### src/design/rhcc_pkg.sv
// ============================================================================
// rhcc_pkg
// Shared types and constants of the RGB to HSV colour classifier.
// ============================================================================
package rhcc_pkg;

    // Result classes
    typedef enum logic [2:0] {
        CLS_NONE   = 3'd0,
        CLS_RED    = 3'd1,
        CLS_YELLOW = 3'd2,
        CLS_GREEN  = 3'd3,
        CLS_BLUE   = 3'd4,
        CLS_WHITE  = 3'd5,
        CLS_BLACK  = 3'd6
    } color_class_t;

    // Which channel supplies the hue formula
    typedef enum logic [1:0] {
        MAX_RED   = 2'd0,
        MAX_GREEN = 2'd1,
        MAX_BLUE  = 2'd2
    } max_sel_t;

    localparam int HUE_Q_BITS = 9;   // hue quotient bits, one per divider stage
    localparam int SAT_Q_BITS = 7;   // saturation quotient bits
    localparam int DIV_STAGES = HUE_Q_BITS;
    localparam int PRE_STAGES = 3;   // extrema, numerators, thresholds
    localparam int NUM_STAGES = PRE_STAGES + DIV_STAGES;

    // Payload carried through the divider stages
    typedef struct packed {
        logic [16:0]  hrem;
        logic [7:0]   hd;
        logic [8:0]   hq;
        logic [14:0]  srem;
        logic [7:0]   sd;
        logic [6:0]   sq;
        color_class_t cls;
        logic [6:0]   val;
    } div_t;

endpackage

### src/design/rhcc_in_if.sv
// ============================================================================
// rhcc_in_if
// Sample channel: one RGB item with valid/ready handshake.
// ============================================================================
interface rhcc_in_if;
    logic       valid;
    logic       ready;
    logic [7:0] red;
    logic [7:0] green;
    logic [7:0] blue;

    modport source (output valid, output red, output green, output blue, input ready);
    modport sink   (input valid, input red, input green, input blue, output ready);
endinterface

### src/design/rhcc_out_if.sv
// ============================================================================
// rhcc_out_if
// Result channel: class, hue, saturation and value with valid/ready.
// ============================================================================
interface rhcc_out_if;
    logic       valid;
    logic       ready;
    logic [2:0] color_class;
    logic [8:0] hue_deg;
    logic [6:0] saturation_pct;
    logic [6:0] value_pct;

    modport source (output valid, output color_class, output hue_deg,
                    output saturation_pct, output value_pct, input ready);
    modport sink   (input valid, input color_class, input hue_deg,
                    input saturation_pct, input value_pct, output ready);
endinterface

### src/design/rgb_hsv_color_classifier_core.sv
// ============================================================================
// rgb_hsv_color_classifier_core
// RGB sample to HSV conversion and colour classification, fully pipelined.
// ============================================================================
// Pipeline: from sample accept to result valid the item passes 12 register
//          stages (3 front stages plus one per hue quotient bit).
// Throughput: one item per cycle while the result is not stalled; the divider is unrolled into 9 stages.
// A stage holds its item while the stage after it is full and stalled; bubbles
// collapse, so a stalled result blocks the input only once every stage is full.
// Reset (rst_n, asynchronous, active low) empties the pipeline; no other state.
// ============================================================================
module rgb_hsv_color_classifier_core (
    input  logic      clk,
    input  logic      rst_n,
    rhcc_in_if.sink   sample,
    rhcc_out_if.source result
);

    localparam int NS = rhcc_pkg::NUM_STAGES;
    localparam int ND = rhcc_pkg::DIV_STAGES;
    localparam int NP = rhcc_pkg::PRE_STAGES;

    // ------------------------------------------------------------------
    // Handshake: per-stage load enable, ready chain from the output back
    // ------------------------------------------------------------------
    logic [NS-1:0] v_reg;
    logic [NS-1:0] en;

    always_comb
    begin
        en[NS-1] = ~v_reg[NS-1] | result.ready;
        for (int i = NS - 2; i >= 0; i--)
        begin
            en[i] = ~v_reg[i] | en[i+1];
        end
    end

    assign sample.ready = en[0];

    always_ff @(posedge clk or negedge rst_n)
    begin
        if (!rst_n)
        begin
            v_reg <= '0;
        end
        else
        begin
            if (en[0])
            begin
                v_reg[0] <= sample.valid;
            end
            for (int i = 1; i < NS; i++)
            begin
                if (en[i])
                begin
                    v_reg[i] <= v_reg[i-1];
                end
            end
        end
    end

    // ------------------------------------------------------------------
    // Stage A: extrema, spread and the channel difference for the hue
    // Ties: blue beats green beats red.
    // ------------------------------------------------------------------
    logic [7:0]         a_mx_next, a_mn_next;
    logic signed [8:0]  a_diff_next;
    rhcc_pkg::max_sel_t a_sel_next;

    logic [7:0]         a_mx_reg, a_d_reg;
    logic signed [8:0]  a_diff_reg;
    rhcc_pkg::max_sel_t a_sel_reg;

    always_comb
    begin
        a_mx_next = sample.red;
        a_mn_next = sample.red;
        if (sample.green > a_mx_next) a_mx_next = sample.green;
        if (sample.blue  > a_mx_next) a_mx_next = sample.blue;
        if (sample.green < a_mn_next) a_mn_next = sample.green;
        if (sample.blue  < a_mn_next) a_mn_next = sample.blue;

        if (a_mx_next == sample.blue)
        begin
            a_sel_next  = rhcc_pkg::MAX_BLUE;
            a_diff_next = $signed({1'b0, sample.red}) - $signed({1'b0, sample.green});
        end
        else if (a_mx_next == sample.green)
        begin
            a_sel_next  = rhcc_pkg::MAX_GREEN;
            a_diff_next = $signed({1'b0, sample.blue}) - $signed({1'b0, sample.red});
        end
        else
        begin
            a_sel_next  = rhcc_pkg::MAX_RED;
            a_diff_next = $signed({1'b0, sample.green}) - $signed({1'b0, sample.blue});
        end
    end

    always_ff @(posedge clk)
    begin
        if (en[0])
        begin
            a_mx_reg   <= a_mx_next;
            a_d_reg    <= a_mx_next - a_mn_next;
            a_diff_reg <= a_diff_next;
            a_sel_reg  <= a_sel_next;
        end
    end

    // ------------------------------------------------------------------
    // Stage B: hue numerator hn over hd, saturation numerator and divisor
    // Gray gives hn = 0 over hd = 1; zero maximum gives divisor 1.
    // ------------------------------------------------------------------
    logic [7:0]         b_base;
    logic [15:0]        b_bd;
    logic [16:0]        b_d360;
    logic signed [17:0] b_diff_ext;
    logic signed [17:0] b_hsum;
    logic signed [17:0] b_hwrap;

    logic [16:0] b_hn_reg;
    logic [7:0]  b_hd_reg;
    logic [14:0] b_sn_reg;
    logic [7:0]  b_sd_reg;
    logic [7:0]  b_mx_reg;
    logic [7:0]  b_d_reg;

    always_comb
    begin
        case (a_sel_reg)
            rhcc_pkg::MAX_BLUE:  b_base = 8'd240;
            rhcc_pkg::MAX_GREEN: b_base = 8'd120;
            default:             b_base = 8'd0;
        endcase
        b_bd       = 16'(b_base) * 16'(a_d_reg);
        b_d360     = 17'(a_d_reg) * 17'd360;
        b_diff_ext = 18'(a_diff_reg);
        b_hsum     = b_diff_ext * 18'sd60 + $signed({2'b00, b_bd});
        if (b_hsum < 0)
        begin
            b_hwrap = b_hsum + $signed({1'b0, b_d360});
        end
        else
        begin
            b_hwrap = b_hsum;
        end
    end

    always_ff @(posedge clk)
    begin
        if (en[1])
        begin
            b_hn_reg <= b_hwrap[16:0];
            b_hd_reg <= (a_d_reg == 8'd0) ? 8'd1 : a_d_reg;
            b_sn_reg <= 15'(a_d_reg) * 15'd100;
            b_sd_reg <= (a_mx_reg == 8'd0) ? 8'd1 : a_mx_reg;
            b_mx_reg <= a_mx_reg;
            b_d_reg  <= a_d_reg;
        end
    end

    // ------------------------------------------------------------------
    // Stage C: exact threshold tests by cross-multiplication, class pick,
    // value percent (divide by 255 as (x + (x >> 8) + 1) >> 8, exact here)
    // ------------------------------------------------------------------
    logic [16:0] c_hd20, c_hd80, c_hd140, c_hd200, c_hd260, c_hd320;
    logic        c_sat_hi, c_sat_lo, c_val_hi, c_val_lo;
    logic        c_win_red, c_win_yel, c_win_grn, c_win_blu;
    logic [14:0] c_vx;
    logic [14:0] c_vsum;
    rhcc_pkg::color_class_t c_cls;
    rhcc_pkg::div_t         c_next;

    always_comb
    begin
        c_hd20  = 17'(b_hd_reg) * 17'd20;
        c_hd80  = 17'(b_hd_reg) * 17'd80;
        c_hd140 = 17'(b_hd_reg) * 17'd140;
        c_hd200 = 17'(b_hd_reg) * 17'd200;
        c_hd260 = 17'(b_hd_reg) * 17'd260;
        c_hd320 = 17'(b_hd_reg) * 17'd320;

        c_win_red = (b_hn_reg < c_hd20) || (b_hn_reg > c_hd320);
        c_win_yel = (b_hn_reg > c_hd20)  && (b_hn_reg < c_hd80);
        c_win_grn = (b_hn_reg > c_hd80)  && (b_hn_reg < c_hd140);
        c_win_blu = (b_hn_reg > c_hd200) && (b_hn_reg < c_hd260);

        // 100d >= 50M  <=>  2d >= M ; 100d < 10M  <=>  10d < M
        c_sat_hi = (b_mx_reg != 8'd0) && ({1'b0, b_d_reg, 1'b0} >= 10'(b_mx_reg));
        c_sat_lo = (b_mx_reg == 8'd0) || ((12'(b_d_reg) * 12'd10) < 12'(b_mx_reg));
        // 100M > 22950 <=> M >= 230 ; 100M < 5100 <=> M <= 50
        c_val_hi = (b_mx_reg >= 8'd230);
        c_val_lo = (b_mx_reg <= 8'd50);

        if (c_win_red && c_sat_hi)      c_cls = rhcc_pkg::CLS_RED;
        else if (c_win_yel && c_sat_hi) c_cls = rhcc_pkg::CLS_YELLOW;
        else if (c_win_grn && c_sat_hi) c_cls = rhcc_pkg::CLS_GREEN;
        else if (c_win_blu && c_sat_hi) c_cls = rhcc_pkg::CLS_BLUE;
        else if (c_sat_lo && c_val_hi)  c_cls = rhcc_pkg::CLS_WHITE;
        else if (c_val_lo)              c_cls = rhcc_pkg::CLS_BLACK;
        else                            c_cls = rhcc_pkg::CLS_NONE;

        c_vx   = 15'(b_mx_reg) * 15'd100;
        c_vsum = c_vx + (c_vx >> 8) + 15'd1;

        c_next.hrem = b_hn_reg;
        c_next.hd   = b_hd_reg;
        c_next.hq   = '0;
        c_next.srem = b_sn_reg;
        c_next.sd   = b_sd_reg;
        c_next.sq   = '0;
        c_next.cls  = c_cls;
        c_next.val  = c_vsum[14:8];
    end

    rhcc_pkg::div_t c_reg;

    always_ff @(posedge clk)
    begin
        if (en[2])
        begin
            c_reg <= c_next;
        end
    end

    // ------------------------------------------------------------------
    // Divider stages: restoring division, one quotient bit per stage, MSB
    // first. Hue takes all nine bits; saturation joins for its low seven.
    // ------------------------------------------------------------------
    rhcc_pkg::div_t div_reg  [ND];
    rhcc_pkg::div_t div_next [ND];

    always_comb
    begin
        rhcc_pkg::div_t src;
        logic [16:0]    hsh;
        logic [14:0]    ssh;
        for (int k = 0; k < ND; k++)
        begin
            src = (k == 0) ? c_reg : div_reg[k-1];
            div_next[k] = src;
            hsh = 17'(src.hd) << (ND - 1 - k);
            if (src.hrem >= hsh)
            begin
                div_next[k].hrem = src.hrem - hsh;
                div_next[k].hq[ND-1-k] = 1'b1;
            end
            if ((ND - 1 - k) < rhcc_pkg::SAT_Q_BITS)
            begin
                ssh = 15'(src.sd) << (ND - 1 - k);
                if (src.srem >= ssh)
                begin
                    div_next[k].srem = src.srem - ssh;
                    div_next[k].sq[ND-1-k] = 1'b1;
                end
            end
        end
    end

    always_ff @(posedge clk)
    begin
        for (int k = 0; k < ND; k++)
        begin
            if (en[NP+k])
            begin
                div_reg[k] <= div_next[k];
            end
        end
    end

    // ------------------------------------------------------------------
    // Output: last divider stage is the result register
    // ------------------------------------------------------------------
    assign result.valid          = v_reg[NS-1];
    assign result.color_class    = div_reg[ND-1].cls;
    assign result.hue_deg        = div_reg[ND-1].hq;
    assign result.saturation_pct = div_reg[ND-1].sq;
    assign result.value_pct      = div_reg[ND-1].val;

endmodule
### src/flat_wrapper.sv
// flat-port wrapper written by rule: the top's interface ports become plain ports
module rgb_hsv_color_classifier_core_flat 
  (clk, rst_n, sample_valid, sample_red, sample_green, sample_blue, sample_ready, result_valid, result_color_class, result_hue_deg, result_saturation_pct, result_value_pct, result_ready);
  rhcc_in_if sample_i ();
  rhcc_out_if result_i ();
  input  logic clk;
  input  logic rst_n;
  input wire logic [$bits(sample_i.valid)-1:0] sample_valid;
  input wire logic [$bits(sample_i.red)-1:0] sample_red;
  input wire logic [$bits(sample_i.green)-1:0] sample_green;
  input wire logic [$bits(sample_i.blue)-1:0] sample_blue;
  output wire logic [$bits(sample_i.ready)-1:0] sample_ready;
  output wire logic [$bits(result_i.valid)-1:0] result_valid;
  output wire logic [$bits(result_i.color_class)-1:0] result_color_class;
  output wire logic [$bits(result_i.hue_deg)-1:0] result_hue_deg;
  output wire logic [$bits(result_i.saturation_pct)-1:0] result_saturation_pct;
  output wire logic [$bits(result_i.value_pct)-1:0] result_value_pct;
  input wire logic [$bits(result_i.ready)-1:0] result_ready;
  assign sample_i.valid = sample_valid;
  assign sample_i.red = sample_red;
  assign sample_i.green = sample_green;
  assign sample_i.blue = sample_blue;
  assign sample_ready = sample_i.ready;
  assign result_valid = result_i.valid;
  assign result_color_class = result_i.color_class;
  assign result_hue_deg = result_i.hue_deg;
  assign result_saturation_pct = result_i.saturation_pct;
  assign result_value_pct = result_i.value_pct;
  assign result_i.ready = result_ready;
  rgb_hsv_color_classifier_core u_core (.clk(clk), .rst_n(rst_n), .sample(sample_i), .result(result_i));
endmodule
### config.mk
export PLATFORM = sky130hd
export DESIGN_NAME = rgb_hsv_color_classifier_core_flat
export DESIGN_NICKNAME = d
export VERILOG_FILES = /design/src/design/rhcc_pkg.sv /design/src/design/rhcc_in_if.sv /design/src/design/rhcc_out_if.sv /design/src/design/rgb_hsv_color_classifier_core.sv /design/src/flat_wrapper.sv
export SDC_FILE = /design/constraint.sdc
export NUM_CORES = 1
export LEC_CHECK = 0
export BUFFER_PORTS_ARGS = -buffer_cell sky130_fd_sc_hd__buf_2
export CAP_MARGIN = 40
export CORE_AREA = 3 3 214 300
export CTS_CLUSTER_DIAMETER = 200
export DETAILED_ROUTE_END_ITERATION = 7
export DIE_AREA = 0 0 217 303
export GPL_ROUTABILITY_DRIVEN = 1
export PLACE_DENSITY = 0.82
export SETUP_SLACK_MARGIN = 0.15
export SKIP_LAST_GASP = 1
export SLEW_MARGIN = 20
export SYNTH_ARGS = -nofsm -noshare
export SYNTH_HDL_FRONTEND = slang
export SYNTH_SLANG_ARGS = --single-unit
### constraint.sdc
create_clock -name clk -period 16.6 [get_ports clk]
set_input_delay 0.83 -clock clk [delete_from_list [all_inputs] [get_ports clk]]
set_output_delay 0.83 -clock clk [all_outputs]
set_load 0.005 [all_outputs]
# Word level (Yosys, flattened, before mapping)
# Memory sizes are Yosys's and may differ from the RTL's.
# Cells that the tools add are included.
# Widths: inputs -> output; s select.
# word_totals
mem_count	1
output_inout_bits	28
ramBits	666
regBits	157
# classes
n_mul	12
n_eq_ne	4
magnitude_cmp	33
n_reduce_logical	16
n_bitwise	24
mux	64
n_addsub	24
# mem_list
memory	depth	word_bits	rd	rd_ports_with_merged_regs	write_ports	line	rtl
u_core.div_reg	9	74	9	0	9	rgb_hsv_color_classifier_core.sv:231	rhcc_pkg::div_t div_reg [ND];
# op_table
op	n
$mux 17	10
$mux 15	7
$mul 8x3->11 const B	4
$mul 8x5->13 const B	3
$mux 1	35
$mux 8	4
$mul 8x6->14 const B	2
$sub 8x8->9	3
$logic_not 8->1	3
$add 16x17->18	1
$lt 18x1->1 const B	1
$mux 9	2
$add 17x17->17	1
$ge 17x10->1	1
$ge 17x11->1	1
$ge 17x12->1	1
$ge 17x13->1	1
$ge 17x14->1	1
$ge 17x15->1	1
$ge 17x16->1	1
$ge 17x8->1	1
$ge 17x9->1	1
$gt 17x13->1	1
$gt 17x15->1	1
53 further kinds	90

# Depth between registers and ports, before layout
# Gate-level depths: netlist (run 1).
# logic_depth
depth_word	13
depth_mapped	32
mapped_depth_nobuf	31

# Worst setup path after synthesis (run 1)
# Ideal clock, no wire load.
# synth_path
path_kind	input to register
from	input result_ready
to	register u_core.b_d_reg[0] (enable)
t_required_ns	15.805
setup_time_ns	0.795
t_arrival_ns	6.392
path_slack_ns	9.413
stages	7
cell_sequence	nor2b_1 nand2_1 nor2_1 and2_1 nand3_1 nor2_1 nand3_1
# synth_between
elab_chain_len	11
# synth_rtl
element	line	rtl
start, declared	flat_wrapper.sv:18	input wire logic [$bits(result_i.ready)-1:0] result_ready;
$or 1x1->1	rgb_hsv_color_classifier_core.sv:31	en[NS-1] = ~v_reg[NS-1] | result.ready;
$or 1x1->1	rgb_hsv_color_classifier_core.sv:34	en[i] = ~v_reg[i] | en[i+1];
named net u_core.en[10]	rgb_hsv_color_classifier_core.sv:27	logic [NS-1:0] en;
$or 1x1->1 (6 in a row)	rgb_hsv_color_classifier_core.sv:34	
named net u_core.en[4]	rgb_hsv_color_classifier_core.sv:27	
$or 1x1->1 (3 in a row)	rgb_hsv_color_classifier_core.sv:34	
named net u_core.en[1]	rgb_hsv_color_classifier_core.sv:27	
end signal, assigned	rgb_hsv_color_classifier_core.sv:159	b_d_reg <= a_d_reg;
end, declared	rgb_hsv_color_classifier_core.sv:127	logic [7:0] b_d_reg;
# The timed path passes the listed nets, and every way through them passes these cells.
# A chain may end at the register's enable or synchronous reset.

# Final worst setup path (run 1)
# layout_path
from	register u_core.a_sel_reg[1]
to	register u_core.b_hn_reg[15] (data pin)
# layout_between
elab_chain_len	6
word_cells_on_any_way	8
cone_classes	add/sub (2); mul (1); order compare (1); eq/ne (2); mux (2)
# layout_rtl
element	line	rtl
start, declared	rgb_hsv_color_classifier_core.sv:72	rhcc_pkg::max_sel_t a_sel_reg;
start signal, assigned	rgb_hsv_color_classifier_core.sv:107	a_sel_reg <= a_sel_next;
$eq 2x1->1 or $eq 2x2->1 (tied branches)	rgb_hsv_color_classifier_core.sv:131	case (a_sel_reg)
$pmux 8 s2 *	rgb_hsv_color_classifier_core.sv:131	
$mul 8x8->16 *	rgb_hsv_color_classifier_core.sv:136	b_bd = 16'(b_base) * 16'(a_d_reg);
$add 16x17->18 *	rgb_hsv_color_classifier_core.sv:139	b_hsum = b_diff_ext * 18'sd60 + $signed({2'b00, b_bd});
$add 17x17->17 or $lt 18x1->1 (tied branches)	rgb_hsv_color_classifier_core.sv:142, rgb_hsv_color_classifier_core.sv:140	
$mux 17 *	rgb_hsv_color_classifier_core.sv:140	if (b_hsum < 0)
named net u_core.b_hwrap[15]	rgb_hsv_color_classifier_core.sv:120	logic signed [17:0] b_hwrap;
end signal, assigned	rgb_hsv_color_classifier_core.sv:154	b_hn_reg <= b_hwrap[16:0];
end, declared	rgb_hsv_color_classifier_core.sv:122	logic [16:0] b_hn_reg;
# The timed path passes the listed nets; every way through them passes the cells marked *.

==> reports/summary.md, run 1 <==
The number of cells on the critical path is 25. Counting stages on the worst path, the most repeated cell is sky130_fd_sc_hd__ha_1. The instance count of the mapped netlist was 3,483. The die is 217 um wide. For the total congestion overflow after global routing, the log shows 0. Derived from the worst setup path, the maximum achievable clock frequency is 0.1522 GHz. The library cells used most frequently in the layout, excluding fill and tap cells, are sky130_fd_sc_hd__edfxtp_1, sky130_fd_sc_hd__ha_1, sky130_fd_sc_hd__inv_1.

The number of nets handed over by synthesis was 4,097. In this run the cell area of the synthesized design comes to 40,660 sq um. During placement, the flow inserted port buffers numbering 55. Buffers inserted to repair hold after CTS numbered 0. Compared with the post-synthesis result, the final layout area differs by 7.828%. The critical path is of the flip-flop to flip-flop type. The worst path setup slack after routing was 10.03 ns; the clock slew at the register clock pins of the worst setup and hold paths was 0.07 ns.

The number of clock buffers added by TritonCTS is 60. Dividing the final minimum period by the clock period gives 39.58%. Setup violations remaining at the end of the flow were counted as 0. After detailed routing, the number of vias per cell comes to 5.831. The cell row count is 108, and the final weighted congestion of routability-driven global placement is 0.9221.

In the final layout, the share of cells above drive strength 1 is 7.018%. The count of different cell masters after synthesis is 89. After routing, the total negative slack on setup checks comes to 0 ns. The clock period minus final worst setup slack works out to 6.571 ns. Headroom to the max-slew limit came out at 42.61%. The logs give 0 for the number of maximum-capacitance constraint violations and 667 for the number of sinks driven by the clock tree. The number of setup buffers added after CTS is 0.

The detailed router placed 25,830 vias in this run. TritonCTS built the clock tree. The logs give 18,620 sq um for the area taken by multi-input logic gates and 27,040 for the via count of the first global-routing pass.

Number of search-and-repair iterations in the first detailed-routing pass: 7. After the first detailed-routing iteration, the DRC count stood at 1,360. The initial antenna violation count is 0.

In this run the deepest clock path goes through 3 buffers. For this design, the slowest cell found on the critical path is sky130_fd_sc_hd__fa_1. Of the synthesized area, sequential elements account for 49.11%.

The later pin in the worst-skew pair is clocked with a latency of 0.65 ns. The average size of a mapped cell is 11.67 sq um, and the antenna cell count is 0. The run gives 61,890 sq um as the placeable core area.

Worst-margin pin slew: 0.8577 ns. The family with the most delay on the worst path was adder cells. The tools report the clock tree root buffer cell as sky130_fd_sc_hd__clkbuf_16. In the synthesized netlist the async set-or-reset flop fraction comes to 1.799%. The register with the most flip-flops in the layout has 517 of them. The final-report max-slew violation count was 0; the combined buffer and inverter count along the critical path was 2. The number of fillers in the final layout came out at 4,173. The total wirelength of the detailed-routed design was 81,500 um; the final-stage net count was 4,169.

The longest individual stage delay on the worst path works out to 0.53 ns. The total of cells resized after clock tree synthesis is 0. The data required time of the worst path was 16.96 ns; the core occupancy in the finished layout was 70.85%.

The run gives 2 as the maximum level of the CTS H-tree. Dividing the detail-routed wire length by the instance count gives 18.40 um. At the worst endpoint, the arrival time is 6.93 ns.

The most used flip-flop cell after synthesis is sky130_fd_sc_hd__edfxtp_1. The flow ran to the end, and the final reports show no timing, DRC or antenna violations. The number of hold violations in the final report is 0, and the starting density of the core is 65.70%. The HPWL after detailed placement was 62,140 um; the total track usage was 25.19%. Counting flops and latches in the post-synthesis netlist gives 667. Measured along the y axis, the die boundary spans 303 um. Setup repair after global routing left no endpoint under its margin.

The worst setup path is captured at a flip-flop. The floorplan step defined a die boundary enclosing 65,750 sq um. For the global-route wire length before repair, the log shows 132,400 um.

The post-route DRC violation count came out at 0. The tightest min-delay check is of the input pin to async pin type. Counting flops with a built-in enable in the synthesized netlist gives 655. The Yosys step of the flow raised 0 warnings. Of all nets on the critical path, the largest fanout is 9. Entering global routing, the biggest net connects 73 pins. The sequential cell area was 19,970 sq um; the I/O pin total was 56. Timing analysis after detailed placement gives a worst setup slack of 9.944 ns.

Once detail routing completed, the nets flagged for antenna violations numbered 0. Leaving out fill and tap cells, the most frequent cell in the layout is sky130_fd_sc_hd__edfxtp_1. For the worst flop-to-flop path, the logic depth is 25.

STA classifies the critical path startpoint as a flip-flop. On the final layout, the worst clock skew is 0.04032 ns.
-- path summary, 6_finish.rpt --
kind / startpoint / to / slack [ns]
worst max register to register: u_core.a_sel_reg[1]$_SDFFCE_PP1P_ / u_core.b_hn_reg[15]$_DFFE_PP_ / 10.03
worst min register to register: u_core.div_reg[0][48]$_DFFE_PP_ / u_core.div_reg[0][122]$_DFFE_PP_ / 0.39
min in group clk: u_core.div_reg[0][48]$_DFFE_PP_ / u_core.div_reg[0][122]$_DFFE_PP_ / 0.39
max in group asynchronous: rst_n / u_core.v_reg[4]$_DFFE_PN0P_ / 16.28
worst min-delay path: rst_n / u_core.v_reg[10]$_DFFE_PN0P_ / 0.07
worst max-delay path: u_core.a_sel_reg[1]$_SDFFCE_PP1P_ / u_core.b_hn_reg[15]$_DFFE_PP_ / 10.03
-- area by class of cell --
class                           instances  area share [%]
Clock buffer                           70           3.510
Clock inverter                         42           1.002
Inverter                              462           3.955
Multi-Input combinational cell       2285           42.47
Sequential cell                       667           45.54
Tap cell                              825           2.354
Timing Repair Buffer                   79           1.161
-- cell families (layout without fill, tap and decap cells) --
kind of cell             count (synthesis)  after routing  share of synthesized area [%]
AO/OA/AOI/OAI                          678            678                          10.61
XOR/XNOR                               236            236                          5.083
adder cells (fa/ha/maj)                587            587                          19.42
AND/OR/NAND/NOR                        727            727                          9.028
flip-flops                             667            667                          49.11
multiplexers                            57             57                          1.526
buffers and inverters                  531            653                          5.225
-- cells in the mapped netlist, types with 8 or more instances --
master / number / area, sq um
sky130_fd_sc_hd__o31ai_1: 18 / 135.1
sky130_fd_sc_hd__and3_1: 11 / 68.82
sky130_fd_sc_hd__dfrtp_1: 12 / 300.3
sky130_fd_sc_hd__mux2i_1: 26 / 260.3
sky130_fd_sc_hd__o21ai_0: 175 / 875.8
sky130_fd_sc_hd__nand4_1: 34 / 212.7
sky130_fd_sc_hd__o21ai_1: 11 / 55.05
sky130_fd_sc_hd__nor2b_1: 67 / 419.2
sky130_fd_sc_hd__xor2_1: 83 / 727.0
sky130_fd_sc_hd__ha_1: 512 / 6406
sky130_fd_sc_hd__a21boi_0: 36 / 270.3
sky130_fd_sc_hd__fa_1: 74 / 1481
sky130_fd_sc_hd__a21o_1: 58 / 435.4
sky130_fd_sc_hd__o221ai_1: 9 / 78.83
sky130_fd_sc_hd__o21bai_1: 25 / 187.7
sky130_fd_sc_hd__a211oi_1: 17 / 127.6
sky130_fd_sc_hd__nor4_1: 21 / 131.4
sky130_fd_sc_hd__clkbuf_1: 35 / 131.4
sky130_fd_sc_hd__a211o_1: 8 / 70.07
sky130_fd_sc_hd__nand3b_1: 8 / 60.06
sky130_fd_sc_hd__nor3_1: 43 / 215.2
sky130_fd_sc_hd__buf_4: 26 / 195.2
sky130_fd_sc_hd__or3_1: 14 / 87.58
sky130_fd_sc_hd__edfxtp_1: 655 / 19670
sky130_fd_sc_hd__o2111ai_1: 8 / 70.07
sky130_fd_sc_hd__o21a_1: 33 / 247.7
sky130_fd_sc_hd__nand3_1: 35 / 175.2
sky130_fd_sc_hd__mux2_2: 28 / 315.3
sky130_fd_sc_hd__a21oi_1: 201 / 1006
sky130_fd_sc_hd__or2_2: 9 / 56.30
sky130_fd_sc_hd__inv_1: 461 / 1730
sky130_fd_sc_hd__nand2b_1: 51 / 319.1
sky130_fd_sc_hd__nor2_1: 180 / 675.7
sky130_fd_sc_hd__nand2_1: 187 / 701.9
sky130_fd_sc_hd__xnor2_1: 153 / 1340
sky130_fd_sc_hd__and2_1: 26 / 162.7
-- metrics by stage --
stage | cells | hold WS (ns) | cell area [sq um]
final | 4430 | 0.07183 | 43850
after global routing | 4430 | 0.06812 | 43850
after detailed placement | 4315 | 0.4045 | 41820
after CTS | 4427 | 0.04763 | 43800
after global placement | 4311 | 0.4004 | 41760
after floorplan | 3483 | 0.4003 | 40660
-- routing by layer --
| metal | vias to the layer above | part of all wire, % | GRT usage (%) |
|---|---|---|---|
| met5 | - | 0 | 0 |
| met4 | 0 | 6.9 | 14.69 |
| met3 | 289 | 3.2 | 2.645 |
| met2 | 684 | 56 | 51.27 |
| met1 | 12280 | 34 | 23.89 |
| li1 | 12580 | - | - |
Power of run 1 is not shown: default switching activity piles up to over one toggle a cycle in this logic, so the estimate is an artifact.
==> run 2, diff against run 1 <==
--- a/config.mk
+++ b/config.mk
@@ -5,14 +5,15 @@
 export SDC_FILE = /design/constraint.sdc
 export NUM_CORES = 1
 export LEC_CHECK = 0
+export ABC_AREA = 1
 export BUFFER_PORTS_ARGS = -buffer_cell sky130_fd_sc_hd__buf_2
 export CAP_MARGIN = 40
-export CORE_AREA = 3 3 214 300
+export CORE_AREA = 3 3 229 321
 export CTS_CLUSTER_DIAMETER = 200
 export DETAILED_ROUTE_END_ITERATION = 7
-export DIE_AREA = 0 0 217 303
+export DIE_AREA = 0 0 232 324
 export GPL_ROUTABILITY_DRIVEN = 1
-export PLACE_DENSITY = 0.82
+export PLACE_DENSITY = 0.77
 export SETUP_SLACK_MARGIN = 0.15
 export SKIP_LAST_GASP = 1
 export SLEW_MARGIN = 20
==> constraint.sdc (replaced) <==
create_clock -name clk -period 5.4 [get_ports clk]
set_input_delay 0.27 -clock clk [delete_from_list [all_inputs] [get_ports clk]]
set_output_delay 0.27 -clock clk [all_outputs]
set_load 0.005 [all_outputs]
==> reports/summary.md, run 2 <==
The flow ran to the end, but the final reports show violations. The final reports fail on setup timing. The worst-margin pin slew is 0.8013 ns (was 0.8577 ns), and the number of search-and-repair iterations in the first detailed-routing pass is 5 (was 7). The most frequently used flop master after synthesis was sky130_fd_sc_hd__edfxtp_1 (unchanged). The synthesized net count is 4,522 (was 4,097), and the number of synthesized register bits is 667 (unchanged). The number of sinks driven by the clock tree is 667 (unchanged), and the combined buffer and inverter count along the critical path is 13 (was 2). Area growth from synthesis to layout: 12.17% (was 7.828%).

The HPWL after detailed placement is 62,130 um (was 62,140 um). The instance count of the mapped netlist was 3,908 (was 3,483). The worst path setup slack after routing is -0.9465 ns (was 10.03 ns), and the clock slew at the register clock pins of the worst setup and hold paths is 0.06 ns (was 0.07 ns). The number of cell instances on the worst register-to-register path was 35 (was 25).

The number of cells on the critical path is 35 (was 25). The setup violation total in the final timing report was 14 (was 0); the area share of the largest cell type after synthesis was 48.03% (was 48.37%). The longest individual stage delay on the worst path was 0.53 ns (about the same); the data required time of the worst path was 5.75 ns (was 16.96 ns). Count of different cell masters after synthesis: 67 (was 89).

The fraction of final layout cells sized beyond drive strength 1 came out at 11.14% (was 7.018%). For the arrival time of the worst setup path, the log shows 6.70 ns (was 6.93 ns). The setup skew after layout came out at 0.01845 ns (was 0.04032 ns).

Commonest non-fill, non-tap cell in the layout: sky130_fd_sc_hd__edfxtp_1 (unchanged). The total track usage is 21.42% (was 25.19%), and the final-report max-slew violation count is 0 (unchanged). The async set or reset register ratio after synthesis was 1.799% (unchanged); the initial antenna violation count was 0 (unchanged). The global-route wire length before repair is 130,800 um (was 132,400 um). The number of violations reported at the end of detailed-routing iteration 0 is 1,192 (was 1,360). The most frequent cell after synthesis was sky130_fd_sc_hd__edfxtp_1 (unchanged).

The cell with the largest stage delay on the worst path was sky130_fd_sc_hd__fa_1 (unchanged). Share of the clock period used by the worst path: 117.5% (was 39.58%). Path type of the worst setup path: flip-flop to flip-flop (unchanged).

The average wire per standard cell is 15.50 um (was 18.40 um). The destination of the worst register-to-register timing path was u_core.b_hn_reg[9]$_DFFE_PP_ (was u_core.b_hn_reg[15]$_DFFE_PP_). The logs give 0.9635 (was 0.9221) for the final weighted congestion of routability-driven global placement and 0 (unchanged) for the post-route DRC violation count. The clock period minus final worst setup slack came out at 6.347 ns (was 6.571 ns). Synthesized cell area: 40,950 sq um (was 40,660 sq um).

The clock tree root buffer cell was sky130_fd_sc_hd__clkbuf_16 (unchanged). The critical register-to-register path startpoint was u_core.a_sel_reg[1]$_SDFFCE_PP1P_ (unchanged). Total wirelength of the detailed-routed design: 79,590 um (was 81,500 um). The core occupancy in the finished layout was 64.60% (was 70.85%); the number of enable-type register cells in the synthesized netlist was 655 (unchanged).

The average size of a mapped cell is 10.48 sq um (was 11.67 sq um), and the largest net degree at the start of global routing is 73 (unchanged). Worst hold path class: input pin to async pin (unchanged). For the cell row count, the log shows 116 (was 108). The tools report the maximum level of the CTS H-tree as 2 (unchanged). Setup repair after global routing could not meet its margin everywhere.

The post-detailed-route via-to-cell ratio is 5.375 (was 5.831). The sequential element share of the synthesized area is 48.76% (was 49.11%), and the height of the chip is 324 um (was 303 um). The number of warnings issued by yosys was 0 (unchanged). The flip-flop count of the largest register, all copies and words added came out at 517 (unchanged). The tools report the maximum count of clock buffers along a single path as 3 (unchanged). TritonCTS built the clock tree. The worst relative slew slack is 46.58% (was 42.61%), and the number of hold violations in the final report is 0 (unchanged). For the count of vias placed by the detailed router, the log shows 27,600 (was 25,830). The clock insertion delay at the later pin of the skew report was 0.62 ns (was 0.65 ns); the die area was 75,170 sq um (was 65,750 sq um). The run gives 71,120 sq um (was 61,890 sq um) as the placeable core area.

The capturing element type of the critical path was a flip-flop (unchanged). Top cells by area, synth: sky130_fd_sc_hd__edfxtp_1, sky130_fd_sc_hd__ha_1, sky130_fd_sc_hd__inv_1, sky130_fd_sc_hd__nand2_1, sky130_fd_sc_hd__fa_1 (was sky130_fd_sc_hd__edfxtp_1, sky130_fd_sc_hd__ha_1, sky130_fd_sc_hd__inv_1, sky130_fd_sc_hd__fa_1, sky130_fd_sc_hd__xnor2_1). For the number of maximum-capacitance constraint violations, the log shows 0 (unchanged).

The most prevalent standard cell on the critical path is sky130_fd_sc_hd__buf_4 (was sky130_fd_sc_hd__ha_1). Top library cells by usage in the layout, fill and taps aside: sky130_fd_sc_hd__edfxtp_1, sky130_fd_sc_hd__inv_1, sky130_fd_sc_hd__nand2_1 (was sky130_fd_sc_hd__edfxtp_1, sky130_fd_sc_hd__ha_1, sky130_fd_sc_hd__inv_1). The via count of the first global-routing pass was 28,490 (was 27,040); the internal reg-to-reg setup slack was -0.95 ns (was 10.03 ns). The total congestion overflow after global routing was 0 (unchanged).

Cell accounting for the most synthesized area: sky130_fd_sc_hd__edfxtp_1 (unchanged). The accumulated negative setup slack was -12.69 ns (was 0 ns). The tools report the I/O pin total as 56 (unchanged). The maximum fanout count along the critical path is 8 (was 9), and the final-stage net count is 4,756 (was 4,169). List of most frequent post-synthesis cells: sky130_fd_sc_hd__edfxtp_1, sky130_fd_sc_hd__inv_1, sky130_fd_sc_hd__nand2_1, sky130_fd_sc_hd__ha_1, sky130_fd_sc_hd__a21oi_1 (was sky130_fd_sc_hd__edfxtp_1, sky130_fd_sc_hd__ha_1, sky130_fd_sc_hd__inv_1, sky130_fd_sc_hd__a21oi_1, sky130_fd_sc_hd__nand2_1).

The starting density of the core came out at 57.59% (was 65.70%). Family with the most delay on the worst path: adder cells (unchanged). The maximum clock frequency came out at 0.1576 GHz (was 0.1522 GHz).

Kind of start point of the critical path: a flip-flop (unchanged). For the antenna cell count, the log shows 0 (unchanged). The total clock buffers created by CTS came out at 61 (was 60). Number of buffer cells added on primary ports: 55 (unchanged). The width of the chip was 232 um (was 217 um); the residual antenna-violating net count after detailed routing was 0 (unchanged).
## run 2: cell count changes in the layout (fill, tap and decap cells not counted), sizes merged, moves of 51 or more
cell and delta:
xor2 +87, a21oi +86, nand2 +423, nor2b -68, xnor2 -75, inv +181, nand2b -51, buf +154
nand3 +91
## run 2: final cells by class
cell class / instances / area, sq um
Fill cell: 5352 / 25180
Sequential cell: 667 / 19970
Multi-Input combinational cell: 2534 / 18620
Inverter: 644 / 2435
Timing Repair Buffer: 234 / 1675
Clock buffer: 72 / 1589
Tap cell: 944 / 1181
Clock inverter: 40 / 471.7
## run 2: logic make-up after synthesis
family / after synthesis / share of synthesized area (%)
and+or+nand+nor: 1092 / 11.59
buffers and inverters: 707 / 6.840
DFF: 667 / 48.76
AOI/OAI and AO/OA: 607 / 8.200
adders and majority gates: 586 / 19.26
xor gates and xnor gates: 248 / 5.322
muxes: 1 / 0.02749
## run 2: worst max-delay path by stage
stage / to / from
3_3_place_gp: u_core.b_hn_reg[16]$_DFFE_PP_ / u_core.a_sel_reg[0]$_SDFFCE_PP0P_
3_5_place_dp: u_core.b_hn_reg[16]$_DFFE_PP_ / u_core.a_sel_reg[0]$_SDFFCE_PP0P_
5_1_grt: u_core.b_hn_reg[16]$_DFFE_PP_ / u_core.a_sel_reg[0]$_SDFFCE_PP0P_
6_report: u_core.b_hn_reg[9]$_DFFE_PP_ / u_core.a_sel_reg[1]$_SDFFCE_PP1P_
4_1_cts: u_core.b_hn_reg[16]$_DFFE_PP_ / u_core.a_sel_reg[1]$_SDFFCE_PP1P_
2_1_floorplan: u_core.b_hn_reg[16]$_DFFE_PP_ / u_core.a_sel_reg[0]$_SDFFCE_PP0P_
## run 2: metrics by stage
| step | worst slack (ns) | hold slack, ns | cell area (sq um) | std cells |
|---|---|---|---|---|
| 2_1_floorplan | -0.6441 | -0.02559 | 41180 | 3908 |
| 3_3_place_gp | -0.9285 | 0.1761 | 43430 | 5001 |
| 3_5_place_dp | -1.049 | 0.1827 | 43440 | 5002 |
| 4_1_cts | -0.9645 | 0.05013 | 45730 | 5133 |
| 5_1_grt | -1.240 | 0.07647 | 45940 | 5135 |
| 6_report | -0.9465 | 0.07778 | 45940 | 5135 |
## run 2: worst register-to-register path, delay by kind of cell, from the launching register on
kind                     cells  cell delay [ns]
flip-flops                   1             0.43
AO/OA/AOI/OAI                9             1.30
AND/OR/NAND/NOR              5             0.49
XOR/XNOR                     1             0.09
buffers and inverters       13             1.53
adder cells (fa/ha/maj)      7             2.24
## run 2: what timing repair did
action                                 CTS  global route
gates resized for setup                 27            45
endpoints found under the hold margin   13             0
gates cloned                             3             0
pin swaps                               32            37
setup buffers                           14             1
setup endpoints to repair               14            19
hold buffers                             2             0
## run 2: layer usage
layer	routed length (um)	vias up	GRT usage, %
li1	-	13790	-
met1	27960	13040	20.38
met2	44380	526	43.78
met3	2579	248	2.662
met4	4678	0	11.23
met5	0	-	0
Power of run 2 is left out for the same reason.
